==> config.mk <==
export PLATFORM = sky130hd
export DESIGN_NAME = quoted_argument_tokenizer_unit
export DESIGN_NICKNAME = d
export VERILOG_FILES = /design/src/rtl/qat_pkg.sv /design/src/rtl/qat_front.sv /design/src/rtl/qat_queue.sv /design/src/rtl/qat_back.sv /design/src/rtl/quoted_argument_tokenizer_unit.sv
export SDC_FILE = /design/constraint.sdc
export NUM_CORES = 1
export LEC_CHECK = 0
export BUFFER_PORTS_ARGS = -buffer_cell sky130_fd_sc_hd__buf_2
export CORE_ASPECT_RATIO = 1.4
export CORE_MARGIN = 5
export CORE_UTILIZATION = 60
export DETAILED_ROUTE_END_ITERATION = 7
export PLACE_DENSITY_LB_ADDON = 0.1
export SLEW_MARGIN = 20
export SYNTH_ARGS = -nofsm -noshare
export SYNTH_HDL_FRONTEND = slang
export SYNTH_HIERARCHICAL = 1
export SYNTH_SLANG_ARGS = --single-unit
==> constraint.sdc <==
create_clock -name clk -period 7.8 [get_ports clk]
set_input_delay 0.39 -clock clk [delete_from_list [all_inputs] [get_ports clk]]
set_output_delay 0.39 -clock clk [all_outputs]
set_load 0.05 [all_outputs]
==> src/rtl/qat_pkg.sv <==
// Shared types, constants and widths of the quoted argument tokenizer.
package qat_pkg;

  localparam int QAT_MAX_TOKEN_LEN = 256;
  localparam int QAT_MAX_TOKENS    = 1024;
  localparam int QAT_MAX_RES       = 4;
  localparam int QAT_QDEPTH        = 4;

  localparam int QAT_LEN_W  = $clog2(QAT_MAX_TOKEN_LEN + 1);
  localparam int QAT_CNT_W  = $clog2(QAT_MAX_TOKENS + 1);
  localparam int QAT_N_W    = $clog2(QAT_MAX_RES + 1);
  localparam int QAT_RES_IW = $clog2(QAT_MAX_RES);
  localparam int QAT_QP_W   = $clog2(QAT_QDEPTH);
  localparam int QAT_QC_W   = $clog2(QAT_QDEPTH + 1);

  localparam logic [QAT_LEN_W-1:0] QAT_LEN_LIMIT = QAT_LEN_W'(QAT_MAX_TOKEN_LEN);
  localparam logic [QAT_CNT_W-1:0] QAT_CNT_LIMIT = QAT_CNT_W'(QAT_MAX_TOKENS);
  localparam logic [15:0]          QAT_LINE_MAX  = 16'hFFFF;

  localparam logic [7:0] CH_NL   = 8'h0A;
  localparam logic [7:0] CH_CR   = 8'h0D;
  localparam logic [7:0] CH_SEMI = 8'h3B;
  localparam logic [7:0] CH_HASH = 8'h23;
  localparam logic [7:0] CH_SP   = 8'h20;
  localparam logic [7:0] CH_TAB  = 8'h09;
  localparam logic [7:0] CH_DQ   = 8'h22;
  localparam logic [7:0] CH_SQ   = 8'h27;
  localparam logic [7:0] CH_BSL  = 8'h5C;

  typedef enum logic [2:0] {
    K_CHAR    = 3'd0,
    K_TOKEND  = 3'd1,
    K_CMDEND  = 3'd2,
    K_INEND   = 3'd3,
    K_OPENQ   = 3'd4,
    K_TOOLONG = 3'd5,
    K_TOOMANY = 3'd6
  } qat_kind_t;

  typedef struct packed {
    logic                 bs;
    logic                 cmt;
    logic                 dq;
    logic                 sq;
    logic [QAT_LEN_W-1:0] len;
    logic [QAT_CNT_W-1:0] cnt;
    logic [15:0]          line;
    logic                 halted;
  } qat_state_t;

  typedef struct packed {
    logic [QAT_N_W-1:0]                n;
    qat_kind_t [QAT_MAX_RES-1:0]       kind;
    logic [QAT_MAX_RES-1:0][7:0]       chr;
    logic [15:0]                       line;
  } qat_bundle_t;

  typedef struct packed {
    qat_state_t  s;
    qat_bundle_t b;
  } qat_work_t;

endpackage

==> src/rtl/qat_front.sv <==
// Front end: accepts bytes, tracks lexer state and builds the result bundle of each byte.
module qat_front import qat_pkg::*; (
  input  logic        clk,
  input  logic        rst_n,
  input  logic        in_tvalid,
  output logic        in_tready,
  input  logic [7:0]  in_tdata,
  input  logic        in_tlast,
  input  logic        q_full,
  output logic        q_push,
  output qat_bundle_t q_data
);

  qat_state_t state_r;
  qat_state_t state_nxt;
  qat_work_t  work;
  logic       acc;

  function automatic qat_bundle_t push(qat_bundle_t b, qat_kind_t k, logic [7:0] ch);
    qat_bundle_t r;
    r = b;
    if (r.n < QAT_N_W'(QAT_MAX_RES)) begin
      r.kind[r.n[QAT_RES_IW-1:0]] = k;
      r.chr[r.n[QAT_RES_IW-1:0]]  = (k == K_CHAR) ? ch : 8'h00;
      r.n = r.n + QAT_N_W'(1);
    end
    return r;
  endfunction

  function automatic qat_work_t fail(qat_work_t w, qat_kind_t k);
    qat_work_t r;
    r = w;
    r.b = push(r.b, k, 8'h00);
    r.s.halted = 1'b1;
    return r;
  endfunction

  function automatic qat_work_t append(qat_work_t w, logic [7:0] ch);
    qat_work_t r;
    r = w;
    if (!r.s.halted) begin
      if (r.s.len >= QAT_LEN_LIMIT) begin
        r = fail(r, K_TOOLONG);
      end else begin
        r.b = push(r.b, K_CHAR, ch);
        r.s.len = r.s.len + QAT_LEN_W'(1);
      end
    end
    return r;
  endfunction

  function automatic qat_work_t end_token(qat_work_t w);
    qat_work_t r;
    r = w;
    if (!r.s.halted) begin
      if (r.s.bs) begin
        r.s.bs = 1'b0;
        r = append(r, CH_BSL);
      end
      if (!r.s.halted && (r.s.len != '0)) begin
        if (r.s.cnt >= QAT_CNT_LIMIT) begin
          r = fail(r, K_TOOMANY);
        end else begin
          r.b = push(r.b, K_TOKEND, 8'h00);
          r.s.cnt = r.s.cnt + QAT_CNT_W'(1);
          r.s.len = '0;
        end
      end
    end
    return r;
  endfunction

  function automatic qat_work_t end_command(qat_work_t w);
    qat_work_t r;
    r = end_token(w);
    if (!r.s.halted) begin
      if (r.s.cnt != '0) begin
        r.b = push(r.b, K_CMDEND, 8'h00);
      end
      r.s.cnt = '0;
    end
    return r;
  endfunction

  function automatic qat_work_t step(qat_state_t st, logic [7:0] ch, logic eof);
    qat_work_t w;
    logic      take;
    w.s  = st;
    w.b  = '0;
    take = 1'b0;
    if (eof) begin
      if (!w.s.halted) begin
        if (w.s.dq || w.s.sq) begin
          w = fail(w, K_OPENQ);
        end else begin
          w = end_command(w);
        end
      end
      w.b = push(w.b, K_INEND, 8'h00);
      w.b.line = w.s.line;
      w.s = '0;
    end else begin
      if (!w.s.halted) begin
        if ((ch == CH_NL) || (ch == CH_CR)) begin
          w.s.cmt = 1'b0;
          if (!w.s.bs && (w.s.dq || w.s.sq)) begin
            w = fail(w, K_OPENQ);
          end else begin
            if (w.s.line != QAT_LINE_MAX) begin
              w.s.line = w.s.line + 16'd1;
            end
            if (w.s.bs) begin
              w.s.bs = 1'b0;
            end else begin
              w = end_command(w);
            end
          end
        end else if (!w.s.cmt) begin
          take = 1'b1;
          if (!w.s.bs) begin
            if (!w.s.dq && !w.s.sq) begin
              if (ch == CH_SEMI) begin
                w = end_command(w);
                take = 1'b0;
              end else if (ch == CH_HASH) begin
                w.s.cmt = 1'b1;
                take = 1'b0;
              end else if ((ch == CH_SP) || (ch == CH_TAB)) begin
                w = end_token(w);
                take = 1'b0;
              end else if (ch == CH_BSL) begin
                w.s.bs = 1'b1;
                take = 1'b0;
              end
            end
            if (take && !w.s.sq && (ch == CH_DQ)) begin
              w.s.dq = ~w.s.dq;
              take = 1'b0;
            end
            if (take && !w.s.dq && (ch == CH_SQ)) begin
              w.s.sq = ~w.s.sq;
              take = 1'b0;
            end
          end else begin
            w.s.bs = 1'b0;
            w = append(w, CH_BSL);
          end
          if (take) begin
            w = append(w, ch);
          end
        end
      end
      w.b.line = w.s.line;
    end
    return w;
  endfunction

  assign in_tready = ~q_full;
  assign acc       = in_tvalid & in_tready;

  always_comb begin
    work      = step(state_r, in_tdata, in_tlast);
    state_nxt = acc ? work.s : state_r;
  end

  assign q_push = acc & (work.b.n != '0);
  assign q_data = work.b;

  always_ff @(posedge clk) begin
    if (!rst_n) begin
      state_r <= '0;
    end else begin
      state_r <= state_nxt;
    end
  end

  a_bs_outside: assert property (@(posedge clk) disable iff (!rst_n)
    state_r.bs |-> (!state_r.dq && !state_r.sq && !state_r.cmt))
    else $error("pending backslash inside a quote or comment");

  a_halt_quiet: assert property (@(posedge clk) disable iff (!rst_n)
    (acc && state_r.halted && !in_tlast) |-> !q_push)
    else $error("halted lexer produced a result for a byte");

endmodule

==> src/rtl/qat_queue.sv <==
// Short bundle queue between the front end and the result sequencer.
module qat_queue import qat_pkg::*; (
  input  logic        clk,
  input  logic        rst_n,
  input  logic        push,
  input  qat_bundle_t push_data,
  output logic        full,
  input  logic        pop,
  output qat_bundle_t pop_data,
  output logic        nonempty
);

  qat_bundle_t           mem_r [QAT_QDEPTH];
  logic [QAT_QP_W-1:0]   wr_ptr_r, wr_ptr_nxt;
  logic [QAT_QP_W-1:0]   rd_ptr_r, rd_ptr_nxt;
  logic [QAT_QC_W-1:0]   count_r, count_nxt;

  localparam logic [QAT_QP_W-1:0] PTR_LAST = QAT_QP_W'(QAT_QDEPTH - 1);
  localparam logic [QAT_QC_W-1:0] CNT_FULL = QAT_QC_W'(QAT_QDEPTH);

  assign full     = (count_r == CNT_FULL);
  assign nonempty = (count_r != '0);
  assign pop_data = mem_r[rd_ptr_r];

  always_comb begin
    wr_ptr_nxt = wr_ptr_r;
    rd_ptr_nxt = rd_ptr_r;
    count_nxt  = count_r;
    if (push) begin
      wr_ptr_nxt = (wr_ptr_r == PTR_LAST) ? '0 : wr_ptr_r + QAT_QP_W'(1);
    end
    if (pop) begin
      rd_ptr_nxt = (rd_ptr_r == PTR_LAST) ? '0 : rd_ptr_r + QAT_QP_W'(1);
    end
    if (push && !pop) begin
      count_nxt = count_r + QAT_QC_W'(1);
    end else if (pop && !push) begin
      count_nxt = count_r - QAT_QC_W'(1);
    end
  end

  always_ff @(posedge clk) begin
    if (!rst_n) begin
      wr_ptr_r <= '0;
      rd_ptr_r <= '0;
      count_r  <= '0;
    end else begin
      wr_ptr_r <= wr_ptr_nxt;
      rd_ptr_r <= rd_ptr_nxt;
      count_r  <= count_nxt;
    end
  end

  always_ff @(posedge clk) begin
    if (push) begin
      mem_r[wr_ptr_r] <= push_data;
    end
  end

  a_no_overflow: assert property (@(posedge clk) disable iff (!rst_n)
    full |-> !push)
    else $error("bundle queue written while full");

  a_no_underflow: assert property (@(posedge clk) disable iff (!rst_n)
    pop |-> nonempty)
    else $error("bundle queue read while empty");

endmodule

==> src/rtl/qat_back.sv <==
// Result sequencer: hands out the results of each queued bundle one beat at a time.
module qat_back import qat_pkg::*; (
  input  logic        clk,
  input  logic        rst_n,
  input  logic        q_nonempty,
  input  qat_bundle_t q_data,
  output logic        q_pop,
  output logic        out_tvalid,
  input  logic        out_tready,
  output logic [23:0] out_tdata,
  output logic [2:0]  out_tuser,
  output logic        out_tlast
);

  qat_bundle_t           cur_r;
  logic                  cur_vld_r, cur_vld_nxt;
  logic [QAT_RES_IW-1:0] idx_r, idx_nxt;
  logic [QAT_N_W-1:0]    n_m1;
  logic                  fire;
  logic                  done;

  assign n_m1       = cur_r.n - QAT_N_W'(1);
  assign out_tvalid = cur_vld_r;
  assign out_tlast  = (QAT_N_W'(idx_r) == n_m1);
  assign out_tuser  = cur_r.kind[idx_r];
  assign out_tdata  = {cur_r.line, cur_r.chr[idx_r]};

  assign fire  = out_tvalid & out_tready;
  assign done  = fire & out_tlast;
  assign q_pop = q_nonempty & (~cur_vld_r | done);

  always_comb begin
    cur_vld_nxt = cur_vld_r;
    idx_nxt     = idx_r;
    if (q_pop) begin
      cur_vld_nxt = 1'b1;
      idx_nxt     = '0;
    end else if (done) begin
      cur_vld_nxt = 1'b0;
    end else if (fire) begin
      idx_nxt = idx_r + QAT_RES_IW'(1);
    end
  end

  always_ff @(posedge clk) begin
    if (!rst_n) begin
      cur_vld_r <= 1'b0;
      idx_r     <= '0;
    end else begin
      cur_vld_r <= cur_vld_nxt;
      idx_r     <= idx_nxt;
    end
  end

  always_ff @(posedge clk) begin
    if (q_pop) begin
      cur_r <= q_data;
    end
  end

  a_idx_in_bundle: assert property (@(posedge clk) disable iff (!rst_n)
    cur_vld_r |-> (QAT_N_W'(idx_r) < cur_r.n))
    else $error("result index beyond the bundle size");

endmodule

==> src/rtl/quoted_argument_tokenizer_unit.sv <==
// Top level of the quoted argument tokenizer: front end, bundle queue and result sequencer.
// Results of a byte pass through the bundle queue and the sequencer's current bundle.
// Throughput: one byte per cycle while the four-entry bundle queue has room; results leave
// at one beat per cycle while out_tready is high, one beat for each result of a byte.
// Reset (synchronous, active low) clears the lexer state, empties the queue and drops
// any result in flight; no clearing pass follows.
module quoted_argument_tokenizer_unit import qat_pkg::*; (
  input  logic        clk,
  input  logic        rst_n,
  input  logic        in_tvalid,
  output logic        in_tready,
  input  logic [7:0]  in_tdata,   // [7:0] char_code
  input  logic        in_tlast,   // end_of_file
  output logic        out_tvalid,
  input  logic        out_tready,
  output logic [23:0] out_tdata,  // [7:0] char_value, [23:8] line_number
  output logic [2:0]  out_tuser,  // [2:0] kind
  output logic        out_tlast   // last
);

  logic        q_full;
  logic        q_push;
  logic        q_pop;
  logic        q_nonempty;
  qat_bundle_t q_wdata;
  qat_bundle_t q_rdata;

  qat_front u_front (
    .clk       (clk),
    .rst_n     (rst_n),
    .in_tvalid (in_tvalid),
    .in_tready (in_tready),
    .in_tdata  (in_tdata),
    .in_tlast  (in_tlast),
    .q_full    (q_full),
    .q_push    (q_push),
    .q_data    (q_wdata)
  );

  qat_queue u_queue (
    .clk       (clk),
    .rst_n     (rst_n),
    .push      (q_push),
    .push_data (q_wdata),
    .full      (q_full),
    .pop       (q_pop),
    .pop_data  (q_rdata),
    .nonempty  (q_nonempty)
  );

  qat_back u_back (
    .clk        (clk),
    .rst_n      (rst_n),
    .q_nonempty (q_nonempty),
    .q_data     (q_rdata),
    .q_pop      (q_pop),
    .out_tvalid (out_tvalid),
    .out_tready (out_tready),
    .out_tdata  (out_tdata),
    .out_tuser  (out_tuser),
    .out_tlast  (out_tlast)
  );

endmodule

==> flow_summary.ini <==
[outcome]
status = completed

[grt]
track_usage = 0.220
grt_max_degree = 64
antenna_found_initial = 0
grt_pass1_vias = 9863
grt_pass1_wl_um = 55900
grt_remaining_overflow = 0

[sta]
finalCriticalPeriod_ps = 5870
finalClockSkew_ps = 16.8
fin_tns_setup_ps = 0
drv_slew = 0
fmax_mhz = 170
hold_viol_final = 0
finalSetupViolCount = 0
rsz0062_at_grt = no
max_slew_margin = 0.253
tightestPinTransition_ps = 1120
fin_crit_sh = 0.752

[power_and_ir_drop]
leakage_nw = 6.38
finalPower_mw = 5.87
ir_drop_uv = 222
p_per_area_nw_per_um2 = 319

[route]
routed_wl_um = 35500
drc_errors = 0
wl_per_cell_um = 22.2
drt_pass1_iterations = 7
drtAntennaViolNets = 0
viasPerCell = 6.21
drt-initial-drc-count = 900
vias = 9930

[cts]
clk_latency_ps = 540
cts-buffers-inserted = 36
cts_root_buffer = clkbuf_16
clock-sinks = 368
cts.clk_slew.worst_paths_ps = 70
cts_tree = done
postCtsSetupRepairBufs = 0
cts_buffer_depth = 3
cts_resized = 0
hold_buffers = 0
cts_max_level = 2

[yosys]
yosysUniqueCellTypes = 89
synth_top_area_frac = 0.548
synthTopCellsByArea = edfxtp_1, mux4_2, dfxtp_1
synth_seq_area_share = 0.609
postSynthAreaPerCell_um2 = 13.9
syn_nets = 1281
ys_ff_latch = 368
syn_inst = 1243
yosys.area.top_type = edfxtp_1
synthesis.area_um2 = 17300
ys_warn_count = 6
ys_async_sr_fraction = 0
synth_edf_count = 315
synthTopCellsByCount = edfxtp_1, nor2_1, buf_4
synth-main-ff-cell = edfxtp_1
synth.most_common_cell = edfxtp_1

[placed_design]
dp.cells = 1534
place_congestion = 0.969
io_buffer_count = 42
hpwl_um = 24000

[floorplanning]
die_area_um2 = 32300
initial_core_util = 0.608
core_um2 = 28400
rows = 73
pin_count = 43
die_w_um = 153
die_y_um = 211

[critical_path]
crit_required_ps = 8010
worstSetupPathType = reg2reg
cp.arrival_ps = 6080
crit_fanout = 38
reg2reg_slack_ps = 1930
startpoint_type = flip-flop
critPathCaptureType = flip-flop

[final_layout]
nNetsFinal = 1235
diodes = 0
fill_cells = 2048
instances_no_fill = 1600
area_growth_pct = 6.46
multiInputGateArea_um2 = 5680
seqCellArea_um2 = 10500
layout-drive-gt1-share = 0.170

[hold_path]
hp-class = in2reg

[flow_run]
drv_cap = 0
cells in the final DEF (no fill, tap or decap), drive strengths merged, types with 6 or more instances in the layout:
master / count
inv: 32
xor2: 19
and3: 8
nand3: 35
dfxtp: 53
a31oi: 13
nand2b: 11
nor3: 22
buf: 56
a21boi: 15
nand4: 9
clkinv: 19
mux2i: 11
and2: 15
o211ai: 6
ha: 24
o21ai: 52
nor2b: 22
or2: 8
o21a: 6
a21oi: 32
xnor2: 19
nor2: 97
nor4: 9
mux4: 74
or3: 15
nand2: 76
clkbuf: 41
o211a: 6
bufinv: 6
edfxtp: 315
registers in the layout, indices dropped and copies added (netlist names), named ones only:
signal             flops
u_queue/count_r        3
u_front/state_r       41
u_queue/wr_ptr_r       2
u_back/out_tvalid      1
u_back/cur_r          47
u_back/idx_r           2
u_queue/rd_ptr_r       2
u_back/out_tdata      16
u_queue/mem_r        252
critical path, cell delays in order (launching register included):
cell and delay, ps:
dfxtp_1 540, inv_1 120, ha_1 210, nor3b_1 170, a31oi_1 800, nand3_1 220
o22ai_1 170, nand4b_1 150, ha_1 320, nand2_1 70, nand2_1 70, a21oi_1 270
inv_1 100, ha_1 290, inv_1 30, o21a_1 170, nor2_1 130, o41a_1 330
and2_2 930, buf_4 410
where the power goes:
group,total [mW],internal (mW),switching (mW)
Sequential,2.68,2.54,0.139
Combinational,1.36,0.499,0.861
Clock,1.83,1.10,0.730
per-layer routing:
| metal | vias up | track usage | wire (µm) |
|---|---|---|---|
| met5 | - | 0 | 0 |
| met4 | 0 | 0.0698 | 1020 |
| met3 | 93 | 0.0322 | 1680 |
| met2 | 308 | 0.375 | 17700 |
| met1 | 4952 | 0.296 | 15100 |
| li1 | 4577 | - | - |
final timing paths:
check / end / cells past startpoint / start
worst max register to register: u_queue/mem_r[2][35] / 19 / u_front/state_r[28]
worst max-delay path: u_queue/mem_r[2][35] / 19 / u_front/state_r[28]
worst min-delay path: u_back/out_tvalid / 2 / out_tready
worst min register to register: u_queue/count_r[2] / 2 / u_queue/count_r[2]
kinds of logic (layout without fill, tap and decap cells):
family / Yosys count / in the layout / synth area share
multiplexers: 90 / 90 / 0.109
adder cells (fa/ha/maj): 25 / 25 / 0.0185
XOR/XNOR: 38 / 38 / 0.0197
AND/OR/NAND/NOR: 356 / 356 / 0.104
AO/OA/AOI/OAI: 192 / 192 / 0.0763
buffers and inverters: 174 / 156 / 0.0631
flip-flops: 368 / 368 / 0.609
final cells by class:
type,instances,share of cell area
repair buffers,56,0.0171
multi-input cells,701,0.309
flip-flops and latches,368,0.572
inverters,34,0.00694
clock buffers,41,0.0529
clock inverters,25,0.0163
well taps,375,0.0255
through the flow:
step	instance area, µm²	hold slack (ps)	utilization	worst slack, ps
6_report	18400	96.5	0.647	1930
5_1_grt	18400	110	0.647	1440
4_1_cts	18400	75.2	0.647	1960
3_5_place_dp	17100	521	0.603	1970
3_3_place_gp	17100	496	0.603	2190
2_1_floorplan	17300	467	-	1790
No activity file was read; power rests on OpenSTA's default activity.
